$ cat src/rtl/tcpb_pkg.sv
// -----------------------------------------------------------------------------
// tcpb_pkg
// Types and constants shared by the TCP header builder with checksum.
// -----------------------------------------------------------------------------
package tcpb_pkg;

   typedef enum logic {
      OP_HDR  = 1'b0,
      OP_DATA = 1'b1
   } op_kind_type;

   // one classified request handed from the front to the back
   typedef struct packed {
      op_kind_type kind;
      logic        last;
      logic        with_mss;
      logic [15:0] data_word;
      logic [31:0] src_addr;
      logic [31:0] dst_addr;
      logic [15:0] src_port;
      logic [15:0] dst_port;
      logic [31:0] seq_num;
      logic [31:0] ack_num;
      logic [7:0]  tcp_flags;
      logic [15:0] window;
      logic [15:0] mss;
      logic [15:0] payload_len;
   } op_type;

   typedef struct packed {
      logic        last;
      logic [15:0] word;
   } rsp_type;

   localparam int          SYN_BIT     = 1;
   localparam int          HDR_WORDS   = 12;
   localparam logic [15:0] PROTO_TCP   = 16'd6;
   localparam logic [15:0] BASE_HLEN   = 16'd20;
   localparam logic [15:0] OPT_HLEN    = 16'd4;
   localparam logic [15:0] MSS_OPT_HDR = 16'h0204;
   localparam logic [15:0] ODD_MASK    = 16'hff00;
   localparam logic [15:0] ALL_ONES    = 16'hffff;
   localparam logic [3:0]  DOFF_BASE   = 4'd5;
   localparam logic [3:0]  DOFF_MSS    = 4'd6;
   localparam logic [4:0]  WORDS_BASE  = 5'd10;
   localparam logic [4:0]  WORDS_MSS   = 5'd12;
   localparam logic [4:0]  CK_WORD_IDX = 5'd8;

endpackage

$ cat src/rtl/tcpb_queue.sv
// -----------------------------------------------------------------------------
// tcpb_queue
// Small first-word-fall-through queue of packed entries.
// -----------------------------------------------------------------------------
module tcpb_queue #(
   parameter int WIDTH = 17,
   parameter int DEPTH = 2
) (
   input  logic             clock,
   input  logic             reset,
   input  logic             push,
   input  logic [WIDTH-1:0] wr_data,
   output logic             full,
   input  logic             pop,
   output logic [WIDTH-1:0] rd_data,
   output logic             empty
);

   localparam int PTR_W = (DEPTH > 1) ? $clog2(DEPTH) : 1;
   localparam int CNT_W = $clog2(DEPTH + 1);
   localparam logic [PTR_W-1:0] LAST_PTR = PTR_W'(DEPTH - 1);
   localparam logic [CNT_W-1:0] DEPTH_CNT = CNT_W'(DEPTH);

   logic [WIDTH-1:0] entry_ff [DEPTH];
   logic [PTR_W-1:0] wr_ptr_ff, wr_ptr_in;
   logic [PTR_W-1:0] rd_ptr_ff, rd_ptr_in;
   logic [CNT_W-1:0] count_ff, count_in;
   logic             do_push, do_pop;

   assign full    = (count_ff == DEPTH_CNT);
   assign empty   = (count_ff == '0);
   assign rd_data = entry_ff[rd_ptr_ff];
   assign do_push = push && !full;
   assign do_pop  = pop && !empty;

   always_comb begin
      wr_ptr_in = wr_ptr_ff;
      rd_ptr_in = rd_ptr_ff;
      count_in  = count_ff;
      if (do_push) begin
         wr_ptr_in = (wr_ptr_ff == LAST_PTR) ? '0 : wr_ptr_ff + 1'b1;
      end
      if (do_pop) begin
         rd_ptr_in = (rd_ptr_ff == LAST_PTR) ? '0 : rd_ptr_ff + 1'b1;
      end
      if (do_push && !do_pop) begin
         count_in = count_ff + 1'b1;
      end else if (do_pop && !do_push) begin
         count_in = count_ff - 1'b1;
      end
   end

   always_ff @(posedge clock) begin
      if (reset) begin
         wr_ptr_ff <= '0;
         rd_ptr_ff <= '0;
         count_ff  <= '0;
      end else begin
         wr_ptr_ff <= wr_ptr_in;
         rd_ptr_ff <= rd_ptr_in;
         count_ff  <= count_in;
      end
   end

   always_ff @(posedge clock) begin
      if (do_push) begin
         entry_ff[wr_ptr_ff] <= wr_data;
      end
   end

`ifndef SYNTHESIS
   a_count_bound: assert property (@(posedge clock) disable iff (reset)
      count_ff <= DEPTH_CNT)
      else $error("queue count above depth");
`endif

endmodule

$ cat src/rtl/tcpb_front.sv
// -----------------------------------------------------------------------------
// tcpb_front
// Accepts requests, tracks the payload still expected and classifies each
// request as a header op or a payload op; stray payload words are dropped.
// -----------------------------------------------------------------------------
module tcpb_front #(
   parameter int MAX_PAYLOAD = 65515
) (
   input  logic           clock,
   input  logic           reset,
   input  logic           req_push,
   output logic           req_full,
   input  logic           req_kind,
   input  logic [31:0]    req_src_addr,
   input  logic [31:0]    req_dst_addr,
   input  logic [15:0]    req_src_port,
   input  logic [15:0]    req_dst_port,
   input  logic [31:0]    req_seq_num,
   input  logic [31:0]    req_ack_num,
   input  logic [7:0]     req_tcp_flags,
   input  logic [15:0]    req_window,
   input  logic [15:0]    req_mss,
   input  logic [15:0]    req_payload_len,
   input  logic [15:0]    req_data_word,
   output tcpb_pkg::op_type op,
   output logic           op_push,
   input  logic           op_full
);

   import tcpb_pkg::*;

   localparam logic [15:0] MAX_LEN = 16'(MAX_PAYLOAD);

   logic        collecting_ff, collecting_in;
   logic [15:0] bytes_left_ff, bytes_left_in;
   logic        accept;
   logic        is_hdr;
   logic [15:0] plen_sat;
   logic [15:0] left_next;
   logic [15:0] word_masked;

   assign req_full = op_full;
   assign accept   = req_push && !op_full;
   assign is_hdr   = (op_kind_type'(req_kind) == OP_HDR);
   assign plen_sat = (req_payload_len > MAX_LEN) ? MAX_LEN : req_payload_len;

   // an odd final byte keeps only the upper half
   always_comb begin
      if (bytes_left_ff >= 16'd2) begin
         left_next   = bytes_left_ff - 16'd2;
         word_masked = req_data_word;
      end else begin
         left_next   = '0;
         word_masked = req_data_word & ODD_MASK;
      end
   end

   always_comb begin
      op.kind        = op_kind_type'(req_kind);
      op.last        = is_hdr ? (plen_sat == '0) : (left_next == '0);
      op.with_mss    = req_tcp_flags[SYN_BIT] && (req_mss != '0);
      op.data_word   = word_masked;
      op.src_addr    = req_src_addr;
      op.dst_addr    = req_dst_addr;
      op.src_port    = req_src_port;
      op.dst_port    = req_dst_port;
      op.seq_num     = req_seq_num;
      op.ack_num     = req_ack_num;
      op.tcp_flags   = req_tcp_flags;
      op.window      = req_window;
      op.mss         = req_mss;
      op.payload_len = plen_sat;
   end

   assign op_push = accept && (is_hdr || collecting_ff);

   always_comb begin
      collecting_in = collecting_ff;
      bytes_left_in = bytes_left_ff;
      if (accept) begin
         if (is_hdr) begin
            bytes_left_in = plen_sat;
            collecting_in = (plen_sat != '0);
         end else if (collecting_ff) begin
            bytes_left_in = left_next;
            collecting_in = (left_next != '0);
         end
      end
   end

   always_ff @(posedge clock) begin
      if (reset) begin
         collecting_ff <= 1'b0;
         bytes_left_ff <= '0;
      end else begin
         collecting_ff <= collecting_in;
         bytes_left_ff <= bytes_left_in;
      end
   end

`ifndef SYNTHESIS
   a_collect_count: assert property (@(posedge clock) disable iff (reset)
      collecting_ff == (bytes_left_ff != '0))
      else $error("collecting flag disagrees with byte count");
`endif

endmodule

$ cat src/rtl/tcpb_back.sv
// -----------------------------------------------------------------------------
// tcpb_back
// Holds the header words, runs the ones-complement sum one term per cycle
// and emits the finished header words with the checksum.
// -----------------------------------------------------------------------------
module tcpb_back (
   input  logic              clock,
   input  logic              reset,
   input  tcpb_pkg::op_type  op,
   input  logic              op_empty,
   output logic              op_pop,
   output tcpb_pkg::rsp_type rsp_out,
   output logic              rsp_push,
   input  logic              rsp_full
);

   import tcpb_pkg::*;

   typedef enum logic [1:0] {
      ST_WAIT,
      ST_SUM,
      ST_EMIT
   } state_type;

   // sum terms after the twelve header words
   localparam logic [4:0] TERM_SRC_HI = 5'd12;
   localparam logic [4:0] TERM_SRC_LO = 5'd13;
   localparam logic [4:0] TERM_DST_HI = 5'd14;
   localparam logic [4:0] TERM_DST_LO = 5'd15;
   localparam logic [4:0] TERM_LEN    = 5'd16;
   localparam logic [4:0] TERM_PROTO  = 5'd17;
   localparam logic [4:0] HDR_WORDS_W = 5'(HDR_WORDS);

   state_type   state_ff, state_in;
   logic [4:0]  idx_ff, idx_in;
   logic [16:0] sum_ff, sum_in;
   logic        with_mss_ff, with_mss_in;
   logic        last_ff, last_in;
   logic [31:0] src_ff, src_in;
   logic [31:0] dst_ff, dst_in;
   logic [15:0] len_ff, len_in;
   logic [15:0] hw_ff [HDR_WORDS];
   logic [15:0] hw_in [HDR_WORDS];

   logic [15:0] hw_rd;
   logic [15:0] sum_term;
   logic [15:0] add_term;
   logic [16:0] raw_sum;
   logic [16:0] folded;
   logic [15:0] fold16;
   logic [15:0] ck_raw;
   logic [15:0] ck;
   logic [4:0]  n_words;
   logic [15:0] hlen;

   assign hw_rd = (idx_ff < HDR_WORDS_W) ? hw_ff[idx_ff[3:0]] : '0;

   always_comb begin
      if (idx_ff < HDR_WORDS_W) begin
         sum_term = hw_rd;
      end else begin
         case (idx_ff)
            TERM_SRC_HI: sum_term = src_ff[31:16];
            TERM_SRC_LO: sum_term = src_ff[15:0];
            TERM_DST_HI: sum_term = dst_ff[31:16];
            TERM_DST_LO: sum_term = dst_ff[15:0];
            TERM_LEN:    sum_term = len_ff;
            TERM_PROTO:  sum_term = PROTO_TCP;
            default:     sum_term = '0;
         endcase
      end
   end

   // end-around carry add, sum stays at or below 0x10000
   assign add_term = (state_ff == ST_SUM) ? sum_term : op.data_word;
   assign raw_sum  = sum_ff + {1'b0, add_term};
   assign folded   = {1'b0, raw_sum[15:0]} + {16'b0, raw_sum[16]};

   assign fold16  = sum_ff[15:0] + {15'b0, sum_ff[16]};
   assign ck_raw  = ~fold16;
   assign ck      = (ck_raw == '0) ? ALL_ONES : ck_raw;
   assign n_words = with_mss_ff ? WORDS_MSS : WORDS_BASE;
   assign hlen    = op.with_mss ? (BASE_HLEN + OPT_HLEN) : BASE_HLEN;

   assign op_pop       = (state_ff == ST_WAIT) && !op_empty;
   assign rsp_push     = (state_ff == ST_EMIT) && !rsp_full;
   assign rsp_out.word = (idx_ff == CK_WORD_IDX) ? ck : hw_rd;
   assign rsp_out.last = (idx_ff == n_words - 5'd1);

   always_comb begin
      state_in    = state_ff;
      idx_in      = idx_ff;
      sum_in      = sum_ff;
      with_mss_in = with_mss_ff;
      last_in     = last_ff;
      src_in      = src_ff;
      dst_in      = dst_ff;
      len_in      = len_ff;
      hw_in       = hw_ff;
      case (state_ff)
         ST_WAIT: begin
            if (!op_empty) begin
               if (op.kind == OP_HDR) begin
                  hw_in[0]    = op.src_port;
                  hw_in[1]    = op.dst_port;
                  hw_in[2]    = op.seq_num[31:16];
                  hw_in[3]    = op.seq_num[15:0];
                  hw_in[4]    = op.ack_num[31:16];
                  hw_in[5]    = op.ack_num[15:0];
                  hw_in[6]    = {(op.with_mss ? DOFF_MSS : DOFF_BASE), 4'b0, op.tcp_flags};
                  hw_in[7]    = op.window;
                  hw_in[8]    = '0;
                  hw_in[9]    = '0;
                  hw_in[10]   = op.with_mss ? MSS_OPT_HDR : '0;
                  hw_in[11]   = op.with_mss ? op.mss : '0;
                  with_mss_in = op.with_mss;
                  last_in     = op.last;
                  src_in      = op.src_addr;
                  dst_in      = op.dst_addr;
                  len_in      = hlen + op.payload_len;
                  sum_in      = '0;
                  idx_in      = '0;
                  state_in    = ST_SUM;
               end else begin
                  sum_in = folded;
                  if (op.last) begin
                     idx_in   = '0;
                     state_in = ST_EMIT;
                  end
               end
            end
         end
         ST_SUM: begin
            sum_in = folded;
            if (idx_ff == TERM_PROTO) begin
               idx_in   = '0;
               state_in = last_ff ? ST_EMIT : ST_WAIT;
            end else begin
               idx_in = idx_ff + 5'd1;
            end
         end
         ST_EMIT: begin
            if (!rsp_full) begin
               if (rsp_out.last) begin
                  idx_in   = '0;
                  state_in = ST_WAIT;
               end else begin
                  idx_in = idx_ff + 5'd1;
               end
            end
         end
         default: begin
            state_in = ST_WAIT;
         end
      endcase
   end

   always_ff @(posedge clock) begin
      if (reset) begin
         state_ff    <= ST_WAIT;
         idx_ff      <= '0;
         sum_ff      <= '0;
         with_mss_ff <= 1'b0;
         last_ff     <= 1'b0;
      end else begin
         state_ff    <= state_in;
         idx_ff      <= idx_in;
         sum_ff      <= sum_in;
         with_mss_ff <= with_mss_in;
         last_ff     <= last_in;
      end
      src_ff <= src_in;
      dst_ff <= dst_in;
      len_ff <= len_in;
      hw_ff  <= hw_in;
   end

`ifndef SYNTHESIS
   a_sum_bound: assert property (@(posedge clock) disable iff (reset)
      sum_ff <= 17'h10000)
      else $error("running sum left its folded range");

   a_emit_index: assert property (@(posedge clock) disable iff (reset)
      (state_ff == ST_EMIT) |-> (idx_ff < n_words))
      else $error("header word index past end of header");

   a_hdr_starts_sum: assert property (@(posedge clock) disable iff (reset)
      (op_pop && op.kind == OP_HDR) |=> (state_ff == ST_SUM && idx_ff == '0 && sum_ff == '0))
      else $error("header op did not restart the sum");
`endif

endmodule

$ cat src/rtl/tcp_header_builder_checksum.sv
// Path: a header request with zero payload puts its first header word on the
// result ports via the op queue, the ST_SUM pass, ST_EMIT and the result queue;
// a final payload word via the op queue, ST_WAIT, ST_EMIT and the result queue.
// Throughput: payload words 1 per cycle in ST_WAIT; a header request holds the sum
// unit, then 10 or 12 words leave at 1 per cycle while the result queue has room.
// Reset: synchronous, clears queues and control; held header words stay unset.
// -----------------------------------------------------------------------------
// tcp_header_builder_checksum
// Builds TCP header words with the Internet checksum over pseudo header,
// header and payload words.
// -----------------------------------------------------------------------------
module tcp_header_builder_checksum #(
   parameter int MAX_PAYLOAD = 65515
) (
   input  logic        clock,
   input  logic        reset,
   input  logic        req_push,
   output logic        req_full,
   input  logic        req_kind,
   input  logic [31:0] req_src_addr,
   input  logic [31:0] req_dst_addr,
   input  logic [15:0] req_src_port,
   input  logic [15:0] req_dst_port,
   input  logic [31:0] req_seq_num,
   input  logic [31:0] req_ack_num,
   input  logic [7:0]  req_tcp_flags,
   input  logic [15:0] req_window,
   input  logic [15:0] req_mss,
   input  logic [15:0] req_payload_len,
   input  logic [15:0] req_data_word,
   output logic        rsp_empty,
   input  logic        rsp_pop,
   output logic [15:0] rsp_header_word,
   output logic        rsp_last_word
);

   import tcpb_pkg::*;

   op_type  front_op;
   op_type  back_op;
   logic    op_push;
   logic    op_full;
   logic    op_pop;
   logic    op_empty;
   rsp_type back_rsp;
   rsp_type rsp_head;
   logic    rsp_push;
   logic    rsp_full;

   tcpb_front #(
      .MAX_PAYLOAD(MAX_PAYLOAD)
   ) u_front (
      .clock           (clock),
      .reset           (reset),
      .req_push        (req_push),
      .req_full        (req_full),
      .req_kind        (req_kind),
      .req_src_addr    (req_src_addr),
      .req_dst_addr    (req_dst_addr),
      .req_src_port    (req_src_port),
      .req_dst_port    (req_dst_port),
      .req_seq_num     (req_seq_num),
      .req_ack_num     (req_ack_num),
      .req_tcp_flags   (req_tcp_flags),
      .req_window      (req_window),
      .req_mss         (req_mss),
      .req_payload_len (req_payload_len),
      .req_data_word   (req_data_word),
      .op              (front_op),
      .op_push         (op_push),
      .op_full         (op_full)
   );

   tcpb_queue #(
      .WIDTH($bits(op_type)),
      .DEPTH(2)
   ) u_op_queue (
      .clock   (clock),
      .reset   (reset),
      .push    (op_push),
      .wr_data (front_op),
      .full    (op_full),
      .pop     (op_pop),
      .rd_data (back_op),
      .empty   (op_empty)
   );

   tcpb_back u_back (
      .clock    (clock),
      .reset    (reset),
      .op       (back_op),
      .op_empty (op_empty),
      .op_pop   (op_pop),
      .rsp_out  (back_rsp),
      .rsp_push (rsp_push),
      .rsp_full (rsp_full)
   );

   tcpb_queue #(
      .WIDTH($bits(rsp_type)),
      .DEPTH(2)
   ) u_rsp_queue (
      .clock   (clock),
      .reset   (reset),
      .push    (rsp_push),
      .wr_data (back_rsp),
      .full    (rsp_full),
      .pop     (rsp_pop),
      .rd_data (rsp_head),
      .empty   (rsp_empty)
   );

   assign rsp_header_word = rsp_head.word;
   assign rsp_last_word   = rsp_head.last;

endmodule
$ cat config.mk
export PLATFORM = sky130hd
export DESIGN_NAME = tcp_header_builder_checksum
export DESIGN_NICKNAME = d
export VERILOG_FILES = /design/src/rtl/tcpb_pkg.sv /design/src/rtl/tcpb_queue.sv /design/src/rtl/tcpb_front.sv /design/src/rtl/tcpb_back.sv /design/src/rtl/tcp_header_builder_checksum.sv
export SDC_FILE = /design/constraint.sdc
export NUM_CORES = 1
export LEC_CHECK = 0
export ABC_AREA = 1
export BUFFER_PORTS_ARGS = -buffer_cell sky130_fd_sc_hd__buf_4
export CAP_MARGIN = 15
export CORE_MARGIN = 4
export CORE_UTILIZATION = 50
export CTS_CLUSTER_DIAMETER = 200
export DETAILED_ROUTE_END_ITERATION = 10
export HOLD_SLACK_MARGIN = 0.08
export PLACE_DENSITY = 0.68
export SLEW_MARGIN = 20
export SYNTH_ARGS = -nofsm -noshare
export SYNTH_HDL_FRONTEND = slang
export SYNTH_SLANG_ARGS = --single-unit
$ cat constraint.sdc
create_clock -name clock -period 21.4 [get_ports clock]
set_clock_uncertainty 0.05 [all_clocks]
set_input_delay 6.42 -clock clock [delete_from_list [all_inputs] [get_ports clock]]
set_output_delay 6.42 -clock clock [all_outputs]
set_load 0.02 [all_outputs]
==> out/metrics.yaml <==
outcome: "finished clean"
die_area_sq_um: 68300
setup_violations: 0
ios: 256
rsz0062_at_grt: "no"
die_x_um: 261
gp_congestion: 0.898
grt_max_degree: 160
worstHoldStart: "u_op_queue.rd_ptr_ff"
ir_worst_vdd_v: 0.000100
grt_util_all_layers_pct: 23.3
min_path_type: "register to register"
slowest_delay_ns: 0.88
final.min_clock_period_ns: 9.61
critPathKind: "primary input to register"
critPathArrivalTime_ns: 9.80
wl_per_cell_um: 20.4
cts_root_buffer: "clkbuf_16"
synth_cells: 2801
post_cts_buffers: 0
clock-sinks: 775
via_per_inst: 5.36
cts_buffer_depth: 3
tightest_slew_ns: 1.13
num_rows: 92
cp-end-kind: "register"
ctsResizeCount: 0
first_pass_iters: 8
path_max_fanout: 68
finalCritPeriodShare_pct: 44.9
maxSlewViolCount: 0
antenna_found_initial: 3
tns_ns: 0
fin_cells: 3958
crit_chain: "buf_4, inv_1, nor2_1, nor2_1, inv_1, nor2_4, buf_4, buf_4"
critPathBufInv: 5
drc: 0
cts_tree: "built"
cpMostUsedCell: "buf_4"
slowest_stage: "buf_4"
cts_buffers: 81
core_sq_um: 63300
path_clk_slew_ns: 0.06
htree_levels: 3
synth_common_cells: "nand2_1, edfxtp_1, inv_1, nor2_1, nand3_1"
grt_pass1_vias: 20435
start_kind: "primary input"
ys.flop_type: "edfxtp_1"
fmax_mhz: 104
yosysWarnings: 0
ys_seq_area_share_pct: 70.9
synth_edf_count: 722
grt_overflow: 0
cp_top_family: "buffers and inverters"
placed_area_sq_um: 34800
synthToLayoutAreaGrowth_pct: 16.7
synth-seq-cells: 775
synth_cell_types: 53
worstPathRequired_ns: 21.58
yosys.area.top_type: "edfxtp_1"
hold_viol_final: 0
syn-num-nets: 3074
clk_latency_ns: 0.63
slew_headroom_pct: 24.8
fin_area_sq_um: 37400
synth_top_cell_area_share_pct: 67.6
place_hpwl_um: 55000
synth_area_leaders: "edfxtp_1, nand2_1, dfxtp_1"
antenna_left: 0
dpl.cell_count: 3805
layout.nets: 3316
drive_gt1_share_pct: 14.9
r2r_start: "u_back.idx_ff[0]"
powerDensity_nw_per_um2: 130
yosysMostFrequentCell: "nand2_1"
p_leak_uw: 0.0147
finalWirelength_um: 80800
netlist_area_sq_um: 32100
drv_cap: 0
avgSynthCellArea_sq_um: 11.5
async_flop_share_pct: 0
cts_hold_buf: 0
start_util_pct: 50.7
grt_first_pass_wirelength_um: 121000
startpoint: "req_kind"
die_h_um: 261
portBuffers: 255
drt_iter0_markers: 2050
vias: 21215
stage by stage:
step	power [uW]	worst slack [ns]	utilization (%)	hold WS, ns
4_1_cts	4900	11.20	59.1	0.397
5_1_grt	5130	11.48	59.1	0.430
6_report	4870	11.79	59.1	0.400
3_5_place_dp	3520	10.58	55.0	0.390
3_3_place_gp	3490	10.65	55.0	0.374
2_1_floorplan	3120	3.58	-	0.376
registers in the layout, indices dropped and copies added, names as in the netlist, 2 cells and up, named ones only:
name                   flops
u_op_queue.entry_ff      470
u_back.hw_ff             138
u_rsp_queue.entry_ff      34
u_back.dst_ff             32
u_back.src_ff             32
u_back.sum_ff             17
u_back.len_ff             16
u_front.bytes_left_ff     16
u_back.idx_ff              5
u_back.state_ff            2
u_op_queue.count_ff        2
u_rsp_queue.count_ff       2
final cells by class:
type,instances,area [sq um]
tap,846,1060
clock inverter,54,503
sequential,775,22700
multi-input combinational,1731,8230
timing repair buffer,281,2150
fill,5186,25900
antenna,2,5.00
clock buffer,96,2100
inverter,173,654
power by group:
group | internal [uW] | switching [uW]
clock | 793 | 580
sequential | 2030 | 124
combinational | 385 | 949
metal layers:
layer  track usage (%)  wire length (um)  vias up
li1                  -                 -    10118
met1              34.0             35700    10244
met2              36.6             37800      739
met3              3.98              5350      114
met4              6.39              2020        0
met5                 0                 0        -
final timing paths:
kind | end | slack (ns) | cells past startpoint
min | register | 0.40 | 1
max | u_op_queue.entry_ff[1][106] | 11.79 | 8
max reg2reg | u_back.sum_ff[14] | 14.06 | 37
min reg2reg | register | 0.40 | 1
logic make-up after synthesis:
family	synth area share, %
and+or+nand+nor	16.8
DFF	70.9
AOI/OAI and AO/OA	5.55
buffers and inverters	3.54
adders and majority gates	1.45
xor gates and xnor gates	0.897
muxes	0.846
layout by cell type, fill, tap and decap left out, types with 4 or more instances in the layout:
cell / n
nor2_1: 161
mux2_2: 17
a32oi_1: 4
mux2i_1: 8
o311ai_0: 4
nand2_1: 966
a31oi_1: 4
nor4_1: 10
clkbuf_16: 82
ha_1: 34
nor2_4: 5
nand3_1: 133
nand4_1: 13
buf_4: 278
clkinv_1: 21
clkinv_2: 13
inv_6: 5
or2_2: 15
edfxtp_1: 722
nor3_1: 14
dfxtp_1: 51
inv_2: 4
bufinv_16: 7
and2_1: 4
xnor2_1: 9
o22ai_1: 24
inv_1: 165
a22oi_1: 13
a221oi_1: 13
clkbuf_1: 14
xor2_1: 22
clkinvlp_4: 9
a21oi_1: 103
o21ai_0: 102
a22oi_2: 9
o211ai_1: 6
No activity file was read; power rests on OpenSTA's default activity.
